$ cat src/rtl/sha256_pkg.sv
// SHA-256 package: constants, queue entry type, rotate-right function, sequencer states.
package sha256_pkg;

    // Round constants.
    localparam logic [31:0] K_TABLE [64] = '{
        32'h428a2f98, 32'h71374491, 32'hb5c0fbcf, 32'he9b5dba5,
        32'h3956c25b, 32'h59f111f1, 32'h923f82a4, 32'hab1c5ed5,
        32'hd807aa98, 32'h12835b01, 32'h243185be, 32'h550c7dc3,
        32'h72be5d74, 32'h80deb1fe, 32'h9bdc06a7, 32'hc19bf174,
        32'he49b69c1, 32'hefbe4786, 32'h0fc19dc6, 32'h240ca1cc,
        32'h2de92c6f, 32'h4a7484aa, 32'h5cb0a9dc, 32'h76f988da,
        32'h983e5152, 32'ha831c66d, 32'hb00327c8, 32'hbf597fc7,
        32'hc6e00bf3, 32'hd5a79147, 32'h06ca6351, 32'h14292967,
        32'h27b70a85, 32'h2e1b2138, 32'h4d2c6dfc, 32'h53380d13,
        32'h650a7354, 32'h766a0abb, 32'h81c2c92e, 32'h92722c85,
        32'ha2bfe8a1, 32'ha81a664b, 32'hc24b8b70, 32'hc76c51a3,
        32'hd192e819, 32'hd6990624, 32'hf40e3585, 32'h106aa070,
        32'h19a4c116, 32'h1e376c08, 32'h2748774c, 32'h34b0bcb5,
        32'h391c0cb3, 32'h4ed8aa4a, 32'h5b9cca4f, 32'h682e6ff3,
        32'h748f82ee, 32'h78a5636f, 32'h84c87814, 32'h8cc70208,
        32'h90befffa, 32'ha4506ceb, 32'hbef9a3f7, 32'hc67178f2
    };

    localparam logic [31:0] H_INIT [8] = '{
        32'h6a09e667, 32'hbb67ae85, 32'h3c6ef372, 32'ha54ff53a,
        32'h510e527f, 32'h9b05688c, 32'h1f83d9ab, 32'h5be0cd19
    };

    localparam logic [7:0] PAD_BYTE = 8'h80;
    localparam logic [5:0] LEN_LIMIT = 6'd56;

    // One filled block handed from the front to the back.
    typedef struct packed {
        logic [511:0] block;   // word 0 in the top bits
        logic         final_blk; // emit digest after this block
    } t_blk;

    typedef enum logic [1:0] {
        ST_IDLE,
        ST_ROUND,
        ST_ADD,
        ST_EMIT
    } t_core_st;

    function automatic logic [31:0] ror(input logic [31:0] x, input int n);
        return (x >> n) | (x << (32 - n));
    endfunction

endpackage

$ cat src/rtl/sha256_fifo.sv
// Two-entry block queue between the front and the compression core.
module sha256_fifo (
    input  logic             i_clk,
    input  logic             i_rst_n,
    input  logic             i_valid,
    output logic             o_ready,
    input  sha256_pkg::t_blk i_data,
    output logic             o_valid,
    input  logic             i_ready,
    output sha256_pkg::t_blk o_data
);

    sha256_pkg::t_blk r_mem [2];
    logic       r_wp;
    logic       r_rp;
    logic [1:0] r_cnt;
    logic       push;
    logic       pop;

    assign o_ready = (r_cnt != 2'd2);
    assign o_valid = (r_cnt != 2'd0);
    assign push    = i_valid && o_ready;
    assign pop     = o_valid && i_ready;
    assign o_data  = r_mem[r_rp];

    // Storage.
    always_ff @(posedge i_clk) begin
        if (push) begin
            r_mem[r_wp] <= i_data;
        end
    end

    // Pointers and count.
    always_ff @(posedge i_clk) begin
        if (!i_rst_n) begin
            r_wp  <= 1'b0;
            r_rp  <= 1'b0;
            r_cnt <= '0;
        end else begin
            if (push) r_wp <= ~r_wp;
            if (pop)  r_rp <= ~r_rp;
            r_cnt <= r_cnt + {1'b0, push} - {1'b0, pop};
        end
    end

endmodule

$ cat config.mk
export PLATFORM = sky130hd
export DESIGN_NAME = sha256_fifo
export DESIGN_NICKNAME = d
export VERILOG_FILES = /design/src/rtl/sha256_pkg.sv /design/src/rtl/sha256_fifo.sv
export SDC_FILE = /design/constraint.sdc
export NUM_CORES = 1
export LEC_CHECK = 0
export ABC_CLOCK_PERIOD_IN_PS = 47900
export BUFFER_PORTS_ARGS = -buffer_cell sky130_fd_sc_hd__buf_4
export CAP_MARGIN = 20
export CORE_AREA = 4 4 401 403
export CTS_BUF_LIST = sky130_fd_sc_hd__clkbuf_4
export CTS_CLUSTER_SIZE = 8
export DETAILED_ROUTE_END_ITERATION = 8
export DIE_AREA = 0 0 405 407
export GPL_TIMING_DRIVEN = 0
export PLACE_DENSITY = 0.4
export SYNTH_ARGS = -nofsm -noshare
export SYNTH_HDL_FRONTEND = slang
export SYNTH_SLANG_ARGS = --single-unit
export TNS_END_PERCENT = 20
$ cat constraint.sdc
create_clock -name i_clk -period 47.9 [get_ports i_clk]
set_input_delay 2.395 -clock i_clk [delete_from_list [all_inputs] [get_ports i_clk]]
set_output_delay 2.395 -clock i_clk [all_outputs]
set_load 0.02 [all_outputs]
==> flow_summary_export.csv <==
group,metric,value,unit
status,status,"complete, no violations",
layout,area_growth,39.1,%
place,dp.final_hpwl,89.2,mm
layout,instances_no_fill,5279,
critical_path,path_cells,"buf_6 -> buf_2 -> mux2_2 -> buf_4",
logic_synthesis,yosysMostFrequentCell,"edfxtp_1",
place,io_buffers,1031,
critical_path,cp-end-kind,"output port",
critical_path,cp_slowest_cell,"buf_2",
timing,relSlewSlack,49.6,%
routing,dr.pass1.iters,4,
logic_synthesis,seq_area_frac_synth,82.6,%
floorplanning,num_rows,146,
timing,worst_pin_slew,0.754,ns
timing,period_needed,5.22,ns
timing,maxSlewViolCount,0,
grt,grt_max_degree,63,
critical_path,cp.required,45.50,ns
power,finalPower,2.80,mW
logic_synthesis,synth_flop_cell,"edfxtp_1",
clocking,root_buffer,"clkbuf_4",
logic_synthesis,syn_inst,1620,
timing,fin_tns_setup,0,ns
logic_synthesis,synth.area.top_cells,"edfxtp_1 82%, mux2_2 15%, buf_6 1.6%",
routing,drc,0,
place,gp_congestion,0.768,
clocking,clk_pin_slew_worst_paths,0.06,ns
timing,max_freq,192,MHz
critical_path,rr_worst_depth,10,
clocking,cts_tree,"built",
critical_path,crit_fanout,10,
hold_path,hold_path_class,"reg -> reg",
routing,drt-total-wl,118,mm
floorplanning,core,157000,µm²
layout,nets,3508,
clocking,clk_latency,1.21,ns
routing,vias,21000,
timing,holdWs,0.540,ns
timing,rsz0062_at_grt,"no",
timing,setup_viol,0,
logic_synthesis,synth_top_cell_area_share,82.3,%
logic_synthesis,yosysWarnings,0,
clocking,cts_hold_buffers,0,
clocking,cts_sinks,1031,
timing,min_period_over_period,10.9,%
clocking,postCtsSetupRepairBufs,0,
floorplanning,die_area,165000,µm²
logic_synthesis,ys_ff_latch,1031,
grt,antenna_found_initial,42,
grt,grt_use_total,13.7,%
routing,drtAntennaViolNets,0,
grt,grt_pass1_vias,23100,
logic_synthesis,synth_edf_count,1026,
power,p_leak,19.3,nW
grt,grt_pass1_wl,159,mm
timing,final_hold_viol_count,0,
critical_path,r2r_setup_slack,44.68,ns
critical_path,critPathMaxStageDelay,0.52,ns
floorplanning,num_io_pins,1032,
job,cap_violations,0,
floorplanning,die_y,407,µm
routing,viasPerCell,3.97,
hold_path,hold_depth,2,
power,ir_drop,0.0238,mV
timing,finClkSkew,0.116,ns
layout,final_layout_size_suffix_gt1_share,65.2,%
logic_synthesis,avgSynthCellArea,23.1,µm²
critical_path,cp.arrival,2.82,ns
clocking,cts_buffers,306,
logic_synthesis,synthTopCellsByCount,"1,026 x edfxtp_1, 513 x mux2_2, 53 x buf_6",
place,dp_cells,4753,
floorplanning,die_w,405,µm
logic_synthesis,netlist-cell-type-count,17,
floorplanning,start_util,23.8,%
grt,overflow,0,
logic_synthesis,syn-num-nets,2139,
logic_synthesis,async_flop_share,0,%
routing,drt_iter0_drc,708,
logic_synthesis,synth_top_cell_by_area,"edfxtp_1",
critical_path,critPathLaunchType,"flip-flop",
clocking,cts_resized,0,
logic_synthesis,synth_area,37400,µm²
place,placed_cell_area,48500,µm²
clocking,clk_path_buf_depth,4,
power,powerDensity,53.7,nW/µm²
critical_path,path_class,"reg -> out",
layout,finalInstanceArea,52100,µm²
routing,avgRoutedWirePerCell,22.4,µm
clocking,htreeDepth,5,
state kept, by name (all words and copies together) (netlist names), named ones only:
name,cells
r_rp,1
r_cnt,2
r_mem,1026
r_wp,1
power breakdown:
group	total (mW)	internal [mW]	switching, mW
logic	0.864	0.373	0.490
registers	1.15	1.13	0.0218
clock network	0.780	0.414	0.366
final cells by class:
class | instances | area (µm²)
flip-flops and latches | 1031 | 30900
multi-input cells | 531 | 5920
well taps | 2072 | 2590
clock buffers | 416 | 3120
repair buffers | 1061 | 8420
diodes | 32 | 80.1
fillers | 15400 | 105000
plain buffers | 57 | 617
inverters | 1 | 3.75
clock inverters | 78 | 403
cells in the final DEF, fill, tap and decap left out:
cell,instances
buf_4,1031
edfxtp_1,1026
mux2_2,513
clkbuf_4,416
clkinv_1,59
buf_6,53
diode_2,32
buf_12,19
clkinv_2,11
buf_16,11
dfxtp_1,5
buf_2,4
xnor2_1,3
bufinv_16,3
nand2b_1,2
nand2_1,2
nor2b_1,2
and2_1,2
ha_1,2
clkinv_4,2
clkinvlp_4,2
o21a_1,1
or2_2,1
inv_1,1
and3_4,1
nor2_4,1
mux2i_1,1
inv_2,1
per-layer routing:
| metal | share of wire (%) | track usage [%] | vias to the layer above | routed length (µm) |
|---|---|---|---|---|
| met2 | 50 | 23.0 | 960 | 59100 |
| li1 | - | - | 9457 | - |
| met5 | 0.14 | 0 | - | 161 |
| met3 | 12 | 8.17 | 261 | 14700 |
| met1 | 34 | 13.4 | 10200 | 40000 |
| met4 | 3.7 | 6.47 | 30 | 4420 |
cell families after synthesis:
| kind of cell | synth area share (%) |
|---|---|
| compound gates | 0.0201 |
| xor+xnor | 0.0702 |
| fa+ha+maj | 0.0668 |
| buf+inv | 1.66 |
| flops | 82.6 |
| mux | 15.5 |
| simple gates | 0.164 |
per-stage QoR:
| step | setup WS [ns] | util, % |
|---|---|---|
| 2_1_floorplan | 22.79 | - |
| 6_report | 42.68 | 33.1 |
| 3_5_place_dp | 42.63 | 30.8 |
| 3_3_place_gp | 8.80 | 30.3 |
| 4_1_cts | 42.29 | 33.0 |
| 5_1_grt | 42.32 | 33.0 |
worst max-delay path, delay by kind of cell, from the launching register on:
kind	cells	cell delay (ns)
buffers and inverters	3	0.95
flip-flops	1	0.32
multiplexers	1	0.43
worst paths after layout:
path                         to  startpoint
setup / recovery      o_data[8]   flip-flop
hold / removal             r_wp        r_wp
setup reg to reg  r_mem[0][467]    r_cnt[0]
hold reg to reg            r_wp        r_wp
Power figures use the tool's default switching activity.
