**src/rtl/sha256_pkg.sv**
```systemverilog
// SHA-256 package: constants, queue entry type, rotate-right function, sequencer states.
package sha256_pkg;

    // Round constants.
    localparam logic [31:0] K_TABLE [64] = '{
        32'h428a2f98, 32'h71374491, 32'hb5c0fbcf, 32'he9b5dba5,
        32'h3956c25b, 32'h59f111f1, 32'h923f82a4, 32'hab1c5ed5,
        32'hd807aa98, 32'h12835b01, 32'h243185be, 32'h550c7dc3,
        32'h72be5d74, 32'h80deb1fe, 32'h9bdc06a7, 32'hc19bf174,
        32'he49b69c1, 32'hefbe4786, 32'h0fc19dc6, 32'h240ca1cc,
        32'h2de92c6f, 32'h4a7484aa, 32'h5cb0a9dc, 32'h76f988da,
        32'h983e5152, 32'ha831c66d, 32'hb00327c8, 32'hbf597fc7,
        32'hc6e00bf3, 32'hd5a79147, 32'h06ca6351, 32'h14292967,
        32'h27b70a85, 32'h2e1b2138, 32'h4d2c6dfc, 32'h53380d13,
        32'h650a7354, 32'h766a0abb, 32'h81c2c92e, 32'h92722c85,
        32'ha2bfe8a1, 32'ha81a664b, 32'hc24b8b70, 32'hc76c51a3,
        32'hd192e819, 32'hd6990624, 32'hf40e3585, 32'h106aa070,
        32'h19a4c116, 32'h1e376c08, 32'h2748774c, 32'h34b0bcb5,
        32'h391c0cb3, 32'h4ed8aa4a, 32'h5b9cca4f, 32'h682e6ff3,
        32'h748f82ee, 32'h78a5636f, 32'h84c87814, 32'h8cc70208,
        32'h90befffa, 32'ha4506ceb, 32'hbef9a3f7, 32'hc67178f2
    };

    localparam logic [31:0] H_INIT [8] = '{
        32'h6a09e667, 32'hbb67ae85, 32'h3c6ef372, 32'ha54ff53a,
        32'h510e527f, 32'h9b05688c, 32'h1f83d9ab, 32'h5be0cd19
    };

    localparam logic [7:0] PAD_BYTE = 8'h80;
    localparam logic [5:0] LEN_LIMIT = 6'd56;

    // One filled block handed from the front to the back.
    typedef struct packed {
        logic [511:0] block;   // word 0 in the top bits
        logic         final_blk; // emit digest after this block
    } t_blk;

    typedef enum logic [1:0] {
        ST_IDLE,
        ST_ROUND,
        ST_ADD,
        ST_EMIT
    } t_core_st;

    function automatic logic [31:0] ror(input logic [31:0] x, input int n);
        return (x >> n) | (x << (32 - n));
    endfunction

endpackage

```
**src/rtl/sha256_front.sv**
```systemverilog
// Front end: packs message bytes into blocks, appends padding and length.
module sha256_front (
    input  logic                i_clk,
    input  logic                i_rst_n,
    input  logic                i_valid,
    output logic                o_ready,
    input  logic [7:0]          i_byte,
    input  logic                i_byte_valid,
    input  logic                i_last,
    output logic                o_blk_valid,
    input  logic                i_blk_ready,
    output sha256_pkg::t_blk    o_blk
);

    localparam logic [7:0] PAD_W = sha256_pkg::PAD_BYTE;

    // 0x80 at byte fill, zeros after it.
    function automatic logic [511:0] pad_tail(input logic [511:0] b, input logic [5:0] f);
        logic [511:0] m;
        logic [511:0] r;
        m = {512{1'b1}} << (10'd512 - {f, 3'b000});
        if (f == 6'd0) m = '0;
        r = b & m;
        r[511 - {f, 3'b000} -: 8] = PAD_W;
        return r;
    endfunction

    // Padding phases: take bytes, push extra pad block, push length block.
    logic [511:0] r_buf;
    logic [5:0]   r_fill;
    logic [63:0]  r_bits;
    logic         r_busy;       // holding a block to push
    logic         r_blk_final;
    logic         r_need_len;   // a length-only block follows
    logic         r_need_pad;   // padding still to append (block filled by last byte)

    logic [511:0] n_buf;
    logic [5:0]   n_fill;
    logic [63:0]  n_bits;
    logic [511:0] pad_buf;
    logic         take;

    assign o_ready     = !r_busy;
    assign take        = i_valid && o_ready;
    assign o_blk_valid = r_busy;
    assign o_blk       = '{block: r_buf, final_blk: r_blk_final};
    assign pad_buf     = pad_tail(n_buf, n_fill);

    // Byte placement, padding and length on the accepted item.
    always_comb begin
        logic [511:0] b;
        logic [5:0]   f;
        logic [63:0]  c;
        b = r_buf;
        f = r_fill;
        c = r_bits;
        if (i_byte_valid) begin
            b[511 - {f, 3'b000} -: 8] = i_byte;
            c = c + 64'd8;
            f = f + 6'd1;
        end
        n_buf  = b;
        n_fill = f;
        n_bits = c;
    end

    always_ff @(posedge i_clk) begin
        if (!i_rst_n) begin
            r_fill      <= '0;
            r_bits      <= '0;
            r_busy      <= 1'b0;
            r_blk_final <= 1'b0;
            r_need_len  <= 1'b0;
            r_need_pad  <= 1'b0;
        end else if (r_busy) begin
            if (i_blk_ready) begin
                if (r_need_pad) begin
                    // block filled by the last byte: padding block with length
                    r_buf       <= {PAD_W, 440'd0, r_bits};
                    r_blk_final <= 1'b1;
                    r_need_pad  <= 1'b0;
                    r_bits      <= '0;
                end else if (r_need_len) begin
                    r_buf       <= {448'd0, r_bits};
                    r_blk_final <= 1'b1;
                    r_need_len  <= 1'b0;
                    r_bits      <= '0;
                end else begin
                    r_busy      <= 1'b0;
                    r_blk_final <= 1'b0;
                end
            end
        end else if (take) begin
            if (i_byte_valid && n_fill == 6'd0) begin
                r_bits     <= n_bits;
                r_fill     <= n_fill;
                r_buf      <= n_buf;
                r_busy     <= 1'b1;
                r_need_pad <= i_last;
            end else if (i_last) begin
                r_fill <= '0;
                r_busy <= 1'b1;
                if (n_fill >= sha256_pkg::LEN_LIMIT) begin
                    r_bits     <= n_bits;
                    r_buf      <= pad_buf;
                    r_need_len <= 1'b1;
                end else begin
                    r_buf       <= {pad_buf[511:64], n_bits};
                    r_blk_final <= 1'b1;
                    r_bits      <= '0;
                end
            end else begin
                r_bits <= n_bits;
                r_fill <= n_fill;
                r_buf  <= n_buf;
            end
        end
    end

endmodule

```
**config.mk**
```make
export PLATFORM = sky130hd
export DESIGN_NAME = sha256_front
export DESIGN_NICKNAME = d
export VERILOG_FILES = /design/src/rtl/sha256_pkg.sv /design/src/rtl/sha256_front.sv
export SDC_FILE = /design/constraint.sdc
export NUM_CORES = 1
export LEC_CHECK = 0
export ABC_AREA = 1
export BUFFER_PORTS_ARGS = -buffer_cell sky130_fd_sc_hd__buf_2
export CAP_MARGIN = 25
export CORE_MARGIN = 2
export CORE_UTILIZATION = 35
export CTS_BUF_LIST = sky130_fd_sc_hd__clkbuf_8
export CTS_CLUSTER_DIAMETER = 120
export DETAILED_ROUTE_END_ITERATION = 7
export PLACE_DENSITY = 0.6
export SLEW_MARGIN = 10
export SYNTH_ARGS = -nofsm -noshare
export SYNTH_HDL_FRONTEND = slang
export SYNTH_SLANG_ARGS = --single-unit
```
**constraint.sdc**
```tcl
create_clock -name i_clk -period 47.5 [get_ports i_clk]
set_input_delay 2.375 -clock i_clk [delete_from_list [all_inputs] [get_ports i_clk]]
set_output_delay 2.375 -clock i_clk [all_outputs]
set_load 0.02 [all_outputs]
```
==> impl_metrics.tcl <==
set metrics [dict create \
    power.switching_uw 424 \
    ys_ff_latch 583 \
    fp.dieArea_um2 96300 \
    cp.arrival_ns 7.09 \
    num_vias 31900 \
    wl_per_cell_um 24.1 \
    fillCellCount 9663 \
    path_delay_family "buffers and inverters" \
    gp_congestion 0.986 \
    crit_start "i_byte_valid" \
    sequentialPowerShare_pct 47.2 \
    cts.repair.resized 0 \
    overflow 0 \
    fin_cells 5898 \
    slowest_stage "clkinv_1" \
    p_sw_share_pct 32.1 \
    critPathCaptureType "register" \
    std_cell_rows 112 \
    gr-max-usage-layer "met2" \
    ys.warnings.count 0 \
    clk_pin_slew_worst_paths_ns 0.06 \
    powerDensity_nw_per_um2 34.2 \
    period_share_pct 13.9 \
    power_frac_comb_pct 16.8 \
    gr-usage-met2_pct 45.6 \
    syn_inst 4061 \
    seq_area_um2 16800 \
    ys.flop_type "edfxtp_1" \
    insertion_delay_ns 0.80 \
    met1_usage_pct 36.0 \
    synth.avg_cell_area_um2 8.08 \
    path_buf_inv 5 \
    dp.cells 5693 \
    async_flop_share_pct 0 \
    crit_chain "buf_2 -> buf_4 -> clkinv_1 -> nor2_1 -> nand3_1 -> nand2_2 -> nor2_4 -> nand3_2 -> nand2_2 -> inv_2 -> nand2_4 -> inv_2 -> o21ai_0 -> nand3_1 -> nor2_1" \
    final.setup.tns_ns 0 \
    die_height_um 310 \
    post-route-min-period_ns 6.60 \
    setup_ws_ns 40.90 \
    drive_gt1_share_pct 18.6 \
    min_path_type "reg -> reg" \
    ctsLongestPathBuffers 3 \
    start_kind "primary input" \
    wl_mm 142 \
    synthTopCellsByCount "nand2_1 (1,005), nor2_1 (764), edfxtp_1 (512)" \
    clockRootBuffer "clkbuf_8" \
    grt_max_degree 187 \
    clock_power_share_pct 35.9 \
    setup_viol 0 \
    cts_tree "built" \
    grt_pass1_vias 29200 \
    synth.area.top_cells "edfxtp_1 (47%), nand2_1 (11%), nor2_1 (8.7%)" \
    fin_util_pct 41.5 \
    p_leak_uw 0.0152 \
    cts_setup_buffers 0 \
    syn_to_final_growth_pct 17.7 \
    min_from "r_need_len$_SDFFE_PN0P_" \
    critPathKind "in -> reg" \
    vias_per_cell 5.40 \
    cts_sinks 583 \
    htreeDepth 3 \
    synth_top_cell_by_area "edfxtp_1" \
    synth_cell_type_count 44 \
    syn_area_um2 32800 \
    maxSlewViolCount 0 \
    drc 0 \
    clock.fmax_mhz 151 \
    core_area_um2 93200 \
    io_buffers 528 \
    dr.pass1.iters 6 \
    ir_worst_vdd_mv 0.0202 \
    synth_seq_area_share_pct 51.2 \
    rsz0062_at_grt "no" \
    track_usage_pct 28.4 \
    holdBufCountCts 0 \
    max_cap_viol_count 0 \
    grt_pass1_wl_mm 200 \
    tightest_slew_ns 1.19 \
    drt_iter0_markers 4004 \
    drtAntennaViolNets 0 \
    ios 529 \
    nNetsFinal 4582 \
    yosysMostFrequentCell "nand2_1" \
    cts-buffers-inserted 104 \
    synth_top_cell_area_share_pct 46.8 \
    final-hold-violation-count 0 \
    die_w_um 310 \
    hpwl_mm 105 \
    internal_power_uw 899 \
    multi_input_comb_area_um2 14300 \
    regToRegStartpoint "r_fill[1]$_SDFFE_PN0P_" \
    max-slew-margin-rel_pct 20.5 \
    antenna_found_initial 9 \
    skew_ns 0.0622 \
    critPathRequiredTime_ns 47.99 \
    status "complete, no violations" \
    groute.layer.met3.usage_pct 6.80 \
    slowest_delay_ns 0.74 \
    path_max_fanout 38 \
    synth_edf_count 512 \
    start_util_pct 35.2 \
    syn_nets 4089 \
    post-place-ws_ns 40.11 \
]
## worst register-to-register path, stage by stage, from the launching register on
cell	delay, ns
dfxtp_1	0.84
inv_1	0.52
ha_1	0.43
inv_1	0.04
nand2_1	0.04
o21ai_1	0.19
ha_1	0.33
nand2_1	0.14
nor2_4	0.07
nand3_2	0.14
nand2_2	0.24
inv_2	0.65
nand2_4	0.25
inv_2	0.51
o21ai_0	0.28
nand3_1	0.27
nor2_1	0.08
## per-layer routing
layer / part of all wire (%) / vias up
met5: 0.054 / -
met4: 5.0 / 10
met3: 10 / 347
met2: 46 / 1635
met1: 39 / 15200
li1: - / 14700
## cells in the final DEF (no fill, tap or decap), types with 4 or more instances in the layout
cell type  Yosys  layout
bufinv_16      0       4
nand2_2       26      26
o31ai_1        7       7
nor2_2         4       5
xor2_1        26      26
dfxtp_1       71      70
nand4_1       42      42
mux2i_1       54      54
o211ai_1       9       9
nand2_1     1005    1005
o21ai_2        9       9
buf_2         15     528
a211oi_1      14      14
a21oi_1      234     234
nand3b_1       5       5
ha_1          14      14
mux2_2        22      22
clkbuf_8       0     111
buf_4         16      35
nand3_1      206     205
o211ai_2       5       5
inv_1        239     277
o21ai_0      395     395
inv_2         10       9
nor2_4         5       6
edfxtp_1     512     512
nand3_2       48      49
xnor2_1        9       9
clkinv_2       0      17
nor3_1       106     106
or2_2         15      15
nand2_4        5       5
nor2_1       764     762
clkinv_1       5      22
## sequential cells by signal, summed over array words and instances, names as in the netlist
| signal | count |
|---|---|
| r_blk_final | 1 |
| o_blk_valid | 1 |
| r_bits | 61 |
| r_need_len | 1 |
| r_buf | 512 |
| r_fill | 6 |
| r_need_pad | 1 |
## per-stage QoR
step	total power [µW]	hold WS, ns	instance area (µm²)
finish	1320	0.473	38600
floorplan	790	0.440	32800
CTS	1330	0.471	38500
detailed placement	855	0.462	36500
global route	1370	0.498	38600
global placement	852	0.453	36500
## logic make-up (layout without fill, tap and decap cells)
logic type,after synthesis,after routing,synth area share (%)
DFF,583,583,51.2
muxes,76,76,2.40
AOI/OAI and AO/OA,680,680,10.9
adders and majority gates,14,14,0.534
other,0,3,0
xor gates and xnor gates,35,35,0.934
buffers and inverters,435,1015,5.38
and+or+nand+nor,2238,2238,28.7
## final timing paths
kind	slack, ns	cells after the start	endpoint
worst max register to register	42.18	16	r_buf[148]$_SDFFCE_PP0P_
worst min-delay path	0.47	2	r_need_len$_SDFFE_PN0P_
worst min register to register	0.47	2	r_need_len$_SDFFE_PN0P_
worst max-delay path	40.90	15	r_buf[148]$_SDFFCE_PP0P_
## power by group through the flow
stage	combinational (µW)	sequential, µW	clock, µW
2_1_floorplan	103	687	0
3_3_place_gp	217	635	0
3_5_place_dp	220	635	0
4_1_cts	221	625	480
5_1_grt	240	627	499
6_report	223	625	475
## cell type report
cell class / count / share of cell area (%)
Antenna cell: 3 / 0.0194
Clock buffer: 111 / 3.95
Clock inverter: 82 / 1.26
Inverter: 255 / 2.49
Multi-Input combinational cell: 3043 / 37.0
Sequential cell: 583 / 43.5
Tap cell: 1254 / 4.06
Timing Repair Buffer: 567 / 7.75
(Power assumes the default switching activity.)
