[src/rtl/sha256_pkg.sv]
// SHA-256 package: constants, queue entry type, rotate-right function, sequencer states.
package sha256_pkg;

    // Round constants.
    localparam logic [31:0] K_TABLE [64] = '{
        32'h428a2f98, 32'h71374491, 32'hb5c0fbcf, 32'he9b5dba5,
        32'h3956c25b, 32'h59f111f1, 32'h923f82a4, 32'hab1c5ed5,
        32'hd807aa98, 32'h12835b01, 32'h243185be, 32'h550c7dc3,
        32'h72be5d74, 32'h80deb1fe, 32'h9bdc06a7, 32'hc19bf174,
        32'he49b69c1, 32'hefbe4786, 32'h0fc19dc6, 32'h240ca1cc,
        32'h2de92c6f, 32'h4a7484aa, 32'h5cb0a9dc, 32'h76f988da,
        32'h983e5152, 32'ha831c66d, 32'hb00327c8, 32'hbf597fc7,
        32'hc6e00bf3, 32'hd5a79147, 32'h06ca6351, 32'h14292967,
        32'h27b70a85, 32'h2e1b2138, 32'h4d2c6dfc, 32'h53380d13,
        32'h650a7354, 32'h766a0abb, 32'h81c2c92e, 32'h92722c85,
        32'ha2bfe8a1, 32'ha81a664b, 32'hc24b8b70, 32'hc76c51a3,
        32'hd192e819, 32'hd6990624, 32'hf40e3585, 32'h106aa070,
        32'h19a4c116, 32'h1e376c08, 32'h2748774c, 32'h34b0bcb5,
        32'h391c0cb3, 32'h4ed8aa4a, 32'h5b9cca4f, 32'h682e6ff3,
        32'h748f82ee, 32'h78a5636f, 32'h84c87814, 32'h8cc70208,
        32'h90befffa, 32'ha4506ceb, 32'hbef9a3f7, 32'hc67178f2
    };

    localparam logic [31:0] H_INIT [8] = '{
        32'h6a09e667, 32'hbb67ae85, 32'h3c6ef372, 32'ha54ff53a,
        32'h510e527f, 32'h9b05688c, 32'h1f83d9ab, 32'h5be0cd19
    };

    localparam logic [7:0] PAD_BYTE = 8'h80;
    localparam logic [5:0] LEN_LIMIT = 6'd56;

    // One filled block handed from the front to the back.
    typedef struct packed {
        logic [511:0] block;   // word 0 in the top bits
        logic         final_blk; // emit digest after this block
    } t_blk;

    typedef enum logic [1:0] {
        ST_IDLE,
        ST_ROUND,
        ST_ADD,
        ST_EMIT
    } t_core_st;

    function automatic logic [31:0] ror(input logic [31:0] x, input int n);
        return (x >> n) | (x << (32 - n));
    endfunction

endpackage

[src/rtl/sha256_core.sv]
// Compression core: 64 rounds one per cycle, hash update, digest output.
module sha256_core (
    input  logic             i_clk,
    input  logic             i_rst_n,
    input  logic             i_valid,
    output logic             o_ready,
    input  sha256_pkg::t_blk i_blk,
    output logic             o_valid,
    input  logic             i_ready,
    output logic [31:0]      o_word,
    output logic [2:0]       o_index,
    output logic             o_last
);

    sha256_pkg::t_core_st r_st, n_st;
    logic [31:0] r_h [8];
    logic [31:0] r_v [8];
    logic [31:0] r_w [16];
    logic [5:0]  r_rnd;
    logic [2:0]  r_idx;
    logic        r_final;
    logic [31:0] wt;
    logic [31:0] wn;
    logic [31:0] t1;
    logic [31:0] t2;
    logic        load;

    assign load = (r_st == sha256_pkg::ST_IDLE) && i_valid;

    // Next state.
    always_comb begin
        n_st = r_st;
        unique case (r_st)
            sha256_pkg::ST_IDLE:  if (i_valid) n_st = sha256_pkg::ST_ROUND;
            sha256_pkg::ST_ROUND: if (r_rnd == 6'd63) n_st = sha256_pkg::ST_ADD;
            sha256_pkg::ST_ADD:   n_st = r_final ? sha256_pkg::ST_EMIT : sha256_pkg::ST_IDLE;
            sha256_pkg::ST_EMIT:  if (i_ready && r_idx == 3'd7) n_st = sha256_pkg::ST_IDLE;
            default:              n_st = sha256_pkg::ST_IDLE;
        endcase
    end

    // Outputs.
    always_comb begin
        o_ready = (r_st == sha256_pkg::ST_IDLE);
        o_valid = (r_st == sha256_pkg::ST_EMIT);
        o_word  = r_h[r_idx];
        o_index = r_idx;
        o_last  = (r_idx == 3'd7);
    end

    // Schedule word and round sums.
    always_comb begin
        logic [31:0] w2, w15, s0, s1;
        w2  = r_w[14];
        w15 = r_w[1];
        s1  = sha256_pkg::ror(w2, 17) ^ sha256_pkg::ror(w2, 19) ^ (w2 >> 10);
        s0  = sha256_pkg::ror(w15, 7) ^ sha256_pkg::ror(w15, 18) ^ (w15 >> 3);
        wn  = s1 + r_w[9] + s0 + r_w[0];
        wt  = r_w[0];
        t1  = r_v[7] + (sha256_pkg::ror(r_v[4], 6) ^ sha256_pkg::ror(r_v[4], 11)
              ^ sha256_pkg::ror(r_v[4], 25)) + ((r_v[4] & r_v[5]) ^ (~r_v[4] & r_v[6]))
              + sha256_pkg::K_TABLE[r_rnd] + wt;
        t2  = (sha256_pkg::ror(r_v[0], 2) ^ sha256_pkg::ror(r_v[0], 13)
              ^ sha256_pkg::ror(r_v[0], 22))
              + ((r_v[0] & r_v[1]) ^ (r_v[0] & r_v[2]) ^ (r_v[1] & r_v[2]));
    end

    // Control registers.
    always_ff @(posedge i_clk) begin
        if (!i_rst_n) begin
            r_st  <= sha256_pkg::ST_IDLE;
            r_rnd <= '0;
            r_idx <= '0;
            for (int i = 0; i < 8; i++) r_h[i] <= sha256_pkg::H_INIT[i];
        end else begin
            r_st <= n_st;
            if (r_st == sha256_pkg::ST_ROUND) r_rnd <= r_rnd + 6'd1;
            if (r_st == sha256_pkg::ST_ADD) begin
                for (int i = 0; i < 8; i++) r_h[i] <= r_h[i] + r_v[i];
            end
            if (r_st == sha256_pkg::ST_EMIT && i_ready) begin
                r_idx <= r_idx + 3'd1;
                if (r_idx == 3'd7) begin
                    for (int i = 0; i < 8; i++) r_h[i] <= sha256_pkg::H_INIT[i];
                end
            end
        end
    end

    // Working variables and rolling schedule window.
    always_ff @(posedge i_clk) begin
        if (load) begin
            r_final <= i_blk.final_blk;
            for (int i = 0; i < 8; i++) r_v[i] <= r_h[i];
            for (int i = 0; i < 16; i++) r_w[i] <= i_blk.block[511 - 32*i -: 32];
        end else if (r_st == sha256_pkg::ST_ROUND) begin
            r_v[7] <= r_v[6];
            r_v[6] <= r_v[5];
            r_v[5] <= r_v[4];
            r_v[4] <= r_v[3] + t1;
            r_v[3] <= r_v[2];
            r_v[2] <= r_v[1];
            r_v[1] <= r_v[0];
            r_v[0] <= t1 + t2;
            for (int i = 0; i < 15; i++) r_w[i] <= r_w[i+1];
            r_w[15] <= wn;
        end
    end

endmodule

[config.mk]
export PLATFORM = sky130hd
export DESIGN_NAME = sha256_core
export DESIGN_NICKNAME = d
export VERILOG_FILES = /design/src/rtl/sha256_pkg.sv /design/src/rtl/sha256_core.sv
export SDC_FILE = /design/constraint.sdc
export NUM_CORES = 2
export LEC_CHECK = 0
export ABC_AREA = 0
export CAP_MARGIN = 20
export CORE_MARGIN = 2
export CORE_UTILIZATION = 40
export DETAILED_ROUTE_END_ITERATION = 7
export DONT_BUFFER_PORTS = 1
export SYNTH_ARGS = -nofsm -noshare
export SYNTH_HDL_FRONTEND = slang
export SYNTH_SLANG_ARGS = --single-unit
[constraint.sdc]
create_clock -name i_clk -period 24.8 [get_ports i_clk]
set_clock_uncertainty 0.2 [all_clocks]
set_input_delay 1.24 -clock i_clk [delete_from_list [all_inputs] [get_ports i_clk]]
set_output_delay 1.24 -clock i_clk [all_outputs]
set_load 0.005 [all_outputs]
==> summary.md <==
| Metric | Value |
|---|---|
| FF-to-FF path depth | 42 |
| Clock Tree Root | clkbuf_16 |
| Syn Std Cell Area | 0.0704 sq mm |
| Worst hold path type | reg2reg |
| Synth Net Count | 8,744 |
| Number of routed nets with antenna violations | 0 |
| Fin crit share | 44.1% |
| Initial DRC count | 5,770 |
| Post-synth EDFFs | 897 |
| Syn_area_per_cell | 9.21 sq um |
| Final-report hold violation count | 0 |
| Nets | 8,563 |
| Chip Height | 423 microns |
| Actual slew at the worst max-slew pin | 1150 ps |
| Max_cap viols | 0 |
| Post-CTS Setup Inserts | 0 |
| TritonCTS clock tree | done |
| DP Worst Slack | 14,000 ps |
| Drt total wl | 268,000 microns |
| CP Class | reg2reg |
| Commonest register cell after synthesis | edfxtp_1 |
| Mapped Cells | 7,640 |
| Vias in the first global route | 54,500 |
| Fillers | 17,000 |
| Area after DPL | 0.0726 sq mm |
| Routability Congestion | 0.976 |
| Synthesis-to-finish area growth | 8.68% |
| WL per Instance | 27.0 microns |
| Req. time, crit path | 25,090 ps |
| Worst Setup Start Kind | register |
| CTS max path bufs | 3 |
| Post-synth ARST share | 0% |
| Maximum number of pins on one net before global-route repair | 197 |
| CTS sink count | 1,039 |
| Tmin final | 10,930 ps |
| Initial antenna violation count | 13 |
| Standard-cell row count | 153 |
| Post-layout instance area | 0.0765 sq mm |
| FF+latch count, synth | 1,039 |
| DR DRC count | 0 |
| Slowest stage cell, crit path | fa_1 |
| Hold WS | 293 ps |
| Core box area | 0.174 sq mm |
| Hold Crit Endpoint | r_h[5][10] |
| Post-cts sizing count | 0 |
| Clock latency on the worst-skew pair | 830 ps |
| GRT Total Usage | 29.1% |
| Hold Startpoint | r_h[5][10] |
| Register area share after synthesis | 42.3% |
| R2r setup slk | 13,870 ps |
| Die W | 423 microns |
| Slew headroom | 23.1% |
| H-tree depth | 3 |
| Run status | complete, no violations |
| Max-slew violations | 0 |
| DRT Pass-1 Iters | 6 |
| Hold-fix buffers at CTS | 0 |
| Clk pin slew, worst setup/hold paths | 60 ps |
| CP Max Fanout | 27 |
| Reg2Reg Launch Point | r_rnd[0] |
| Final setup viols | 0 |
| Initial Util | 40.4% |
| Count of boundary I/O pins | 555 |
| Total Negative Setup Slacks | 0 ps |
| Total CTS buffers | 120 |
| Warnings from Yosys | 0 |
| First-pass GRT wire length | 382,000 microns |
| DPL Wire Length | 206,000 microns |
| Cell depth of the worst hold path | 2 |
| Share of layout cells above drive strength 1 | 5.57% |
| RSZ-0062 raised after global routing | false |
| Die ar. | 0.179 sq mm |
| Worst reg2reg endpoint | r_v[0][31] |
| Vias per cell | 5.70 |
| Worst path arrival time | 11,220 ps |
| Final worst slack | 13,870 ps |
| Crit-path max cell delay | 600 ps |
| PortBufs | 0 |
| Vias | 56,400 |
| Unique masters post-synth | 80 |
| Endpoint class of the critical path | register |
| Achievable Freq | 91.5 MHz |
| Grt ovf | 0 |
==> worst max-delay path by stage <==
stage | cells after the start | from | end | slack [ps]
floorplan | 2 | i_valid | r_v[0][0] | 5380
global placement | 42 | r_rnd[0] | r_v[0][31] | 13940
detailed placement | 42 | r_rnd[0] | r_v[0][31] | 14000
CTS | 42 | r_rnd[0] | r_v[0][31] | 13920
global route | 42 | r_rnd[0] | r_v[0][31] | 13260
finish | 42 | r_rnd[0] | r_v[0][31] | 13870
==> worst max-delay path, delay by kind of cell (launching register included) <==
family / cells / cell delay [ps]
flip-flops: 1 / 310
AND/OR/NAND/NOR: 6 / 1690
XOR/XNOR: 3 / 670
buffers and inverters: 8 / 1110
AO/OA/AOI/OAI: 17 / 3240
adder cells (fa/ha/maj): 8 / 3380
==> cell type report <==
| class | count | area (sq um) | area share [%] |
|---|---|---|---|
| multi-input combinational | 5909 | 38100 | 49.8 |
| sequential | 1039 | 29800 | 39.0 |
| clock buffer | 157 | 3230 | 4.23 |
| tap | 2325 | 2910 | 3.80 |
| inverter | 310 | 1170 | 1.53 |
| timing repair buffer | 79 | 663 | 0.867 |
| clock inverter | 70 | 609 | 0.797 |
| antenna | 9 | 22.5 | 0.0294 |
==> stage by stage <==
stage / std cells / utilization [%]
global route: 9895 / 43.9
CTS: 9888 / 43.8
finish: 9898 / 43.9
detailed placement: 9661 / 41.6
global placement: 9661 / 41.6
floorplan: 7640 / -
==> cell usage in the layout (no fill, tap or decap), drive strengths merged, types with 55 or more instances in the layout <==
cell,netlist,routed
o211ai,61,61
mux4,70,70
clkbuf,335,157
xor2,181,181
o21a,56,56
nor2,306,306
xnor2,386,386
a21oi,403,403
ha,392,392
edfxtp,897,897
mux2,55,55
nand2b,67,67
o21ai,349,349
clkinv,2,60
dfxtp,142,142
buf,47,79
nand2,2499,2499
nand3,83,83
nor3,55,55
fa,195,195
inv,308,310
a21o,190,190
==> state kept, by name, indices dropped and copies added, names as in the netlist, named ones only <==
signal / count
r_w: 512
r_h: 256
r_v: 256
r_rnd: 6
o_index: 3
r_st: 2
r_final: 1
==> synth_stat cells, types with 16 or more instances <==
library cell	instances	area share, %
a211oi_1	47	0.50
a21o_1	190	2.0
a21oi_1	402	2.9
a221oi_1	18	0.22
a311oi_1	16	0.20
a31oi_1	38	0.34
and2_1	24	0.21
and3_1	33	0.29
buf_1	47	0.25
clkbuf_1	335	1.8
dfxtp_1	142	4.0
edfxtp_1	897	38
fa_1	195	5.5
ha_1	392	7.0
inv_1	307	1.6
mux2_2	55	0.88
mux2i_1	24	0.34
mux4_2	70	2.2
nand2_1	2499	13
nand2b_1	67	0.60
nand3_1	83	0.59
nand4_1	24	0.21
nor2_1	306	1.6
nor2b_1	48	0.43
nor3_1	55	0.39
o211ai_1	61	0.65
o21a_1	56	0.60
o21ai_0	344	2.4
o21bai_1	44	0.47
o31ai_1	25	0.27
or3_1	19	0.17
xnor2_1	386	4.8
xor2_1	181	2.3
==> per-layer routing <==
metal  vias up  track usage (%)  share of wire [%]
li1      25900                -                  -
met1     27600             36.9                 40
met2      2332             46.5                 46
met3       500             6.64                8.2
met4         8             14.9                5.7
met5         -                0              0.018
==> cells by family (layout without fill, tap and decap cells) <==
family	count (synthesis)	after routing	synth area share, %
XOR/XNOR	568	568	7.09
adder cells (fa/ha/maj)	591	591	12.6
AO/OA/AOI/OAI	1399	1399	12.5
multiplexers	149	149	3.46
flip-flops	1039	1039	42.3
other	0	9	0
AND/OR/NAND/NOR	3202	3202	18.3
buffers and inverters	692	616	3.69
Power is left out: the tool's default activity adds up to more than one toggle a clock period on the data nets, which glitch-free logic cannot reach.
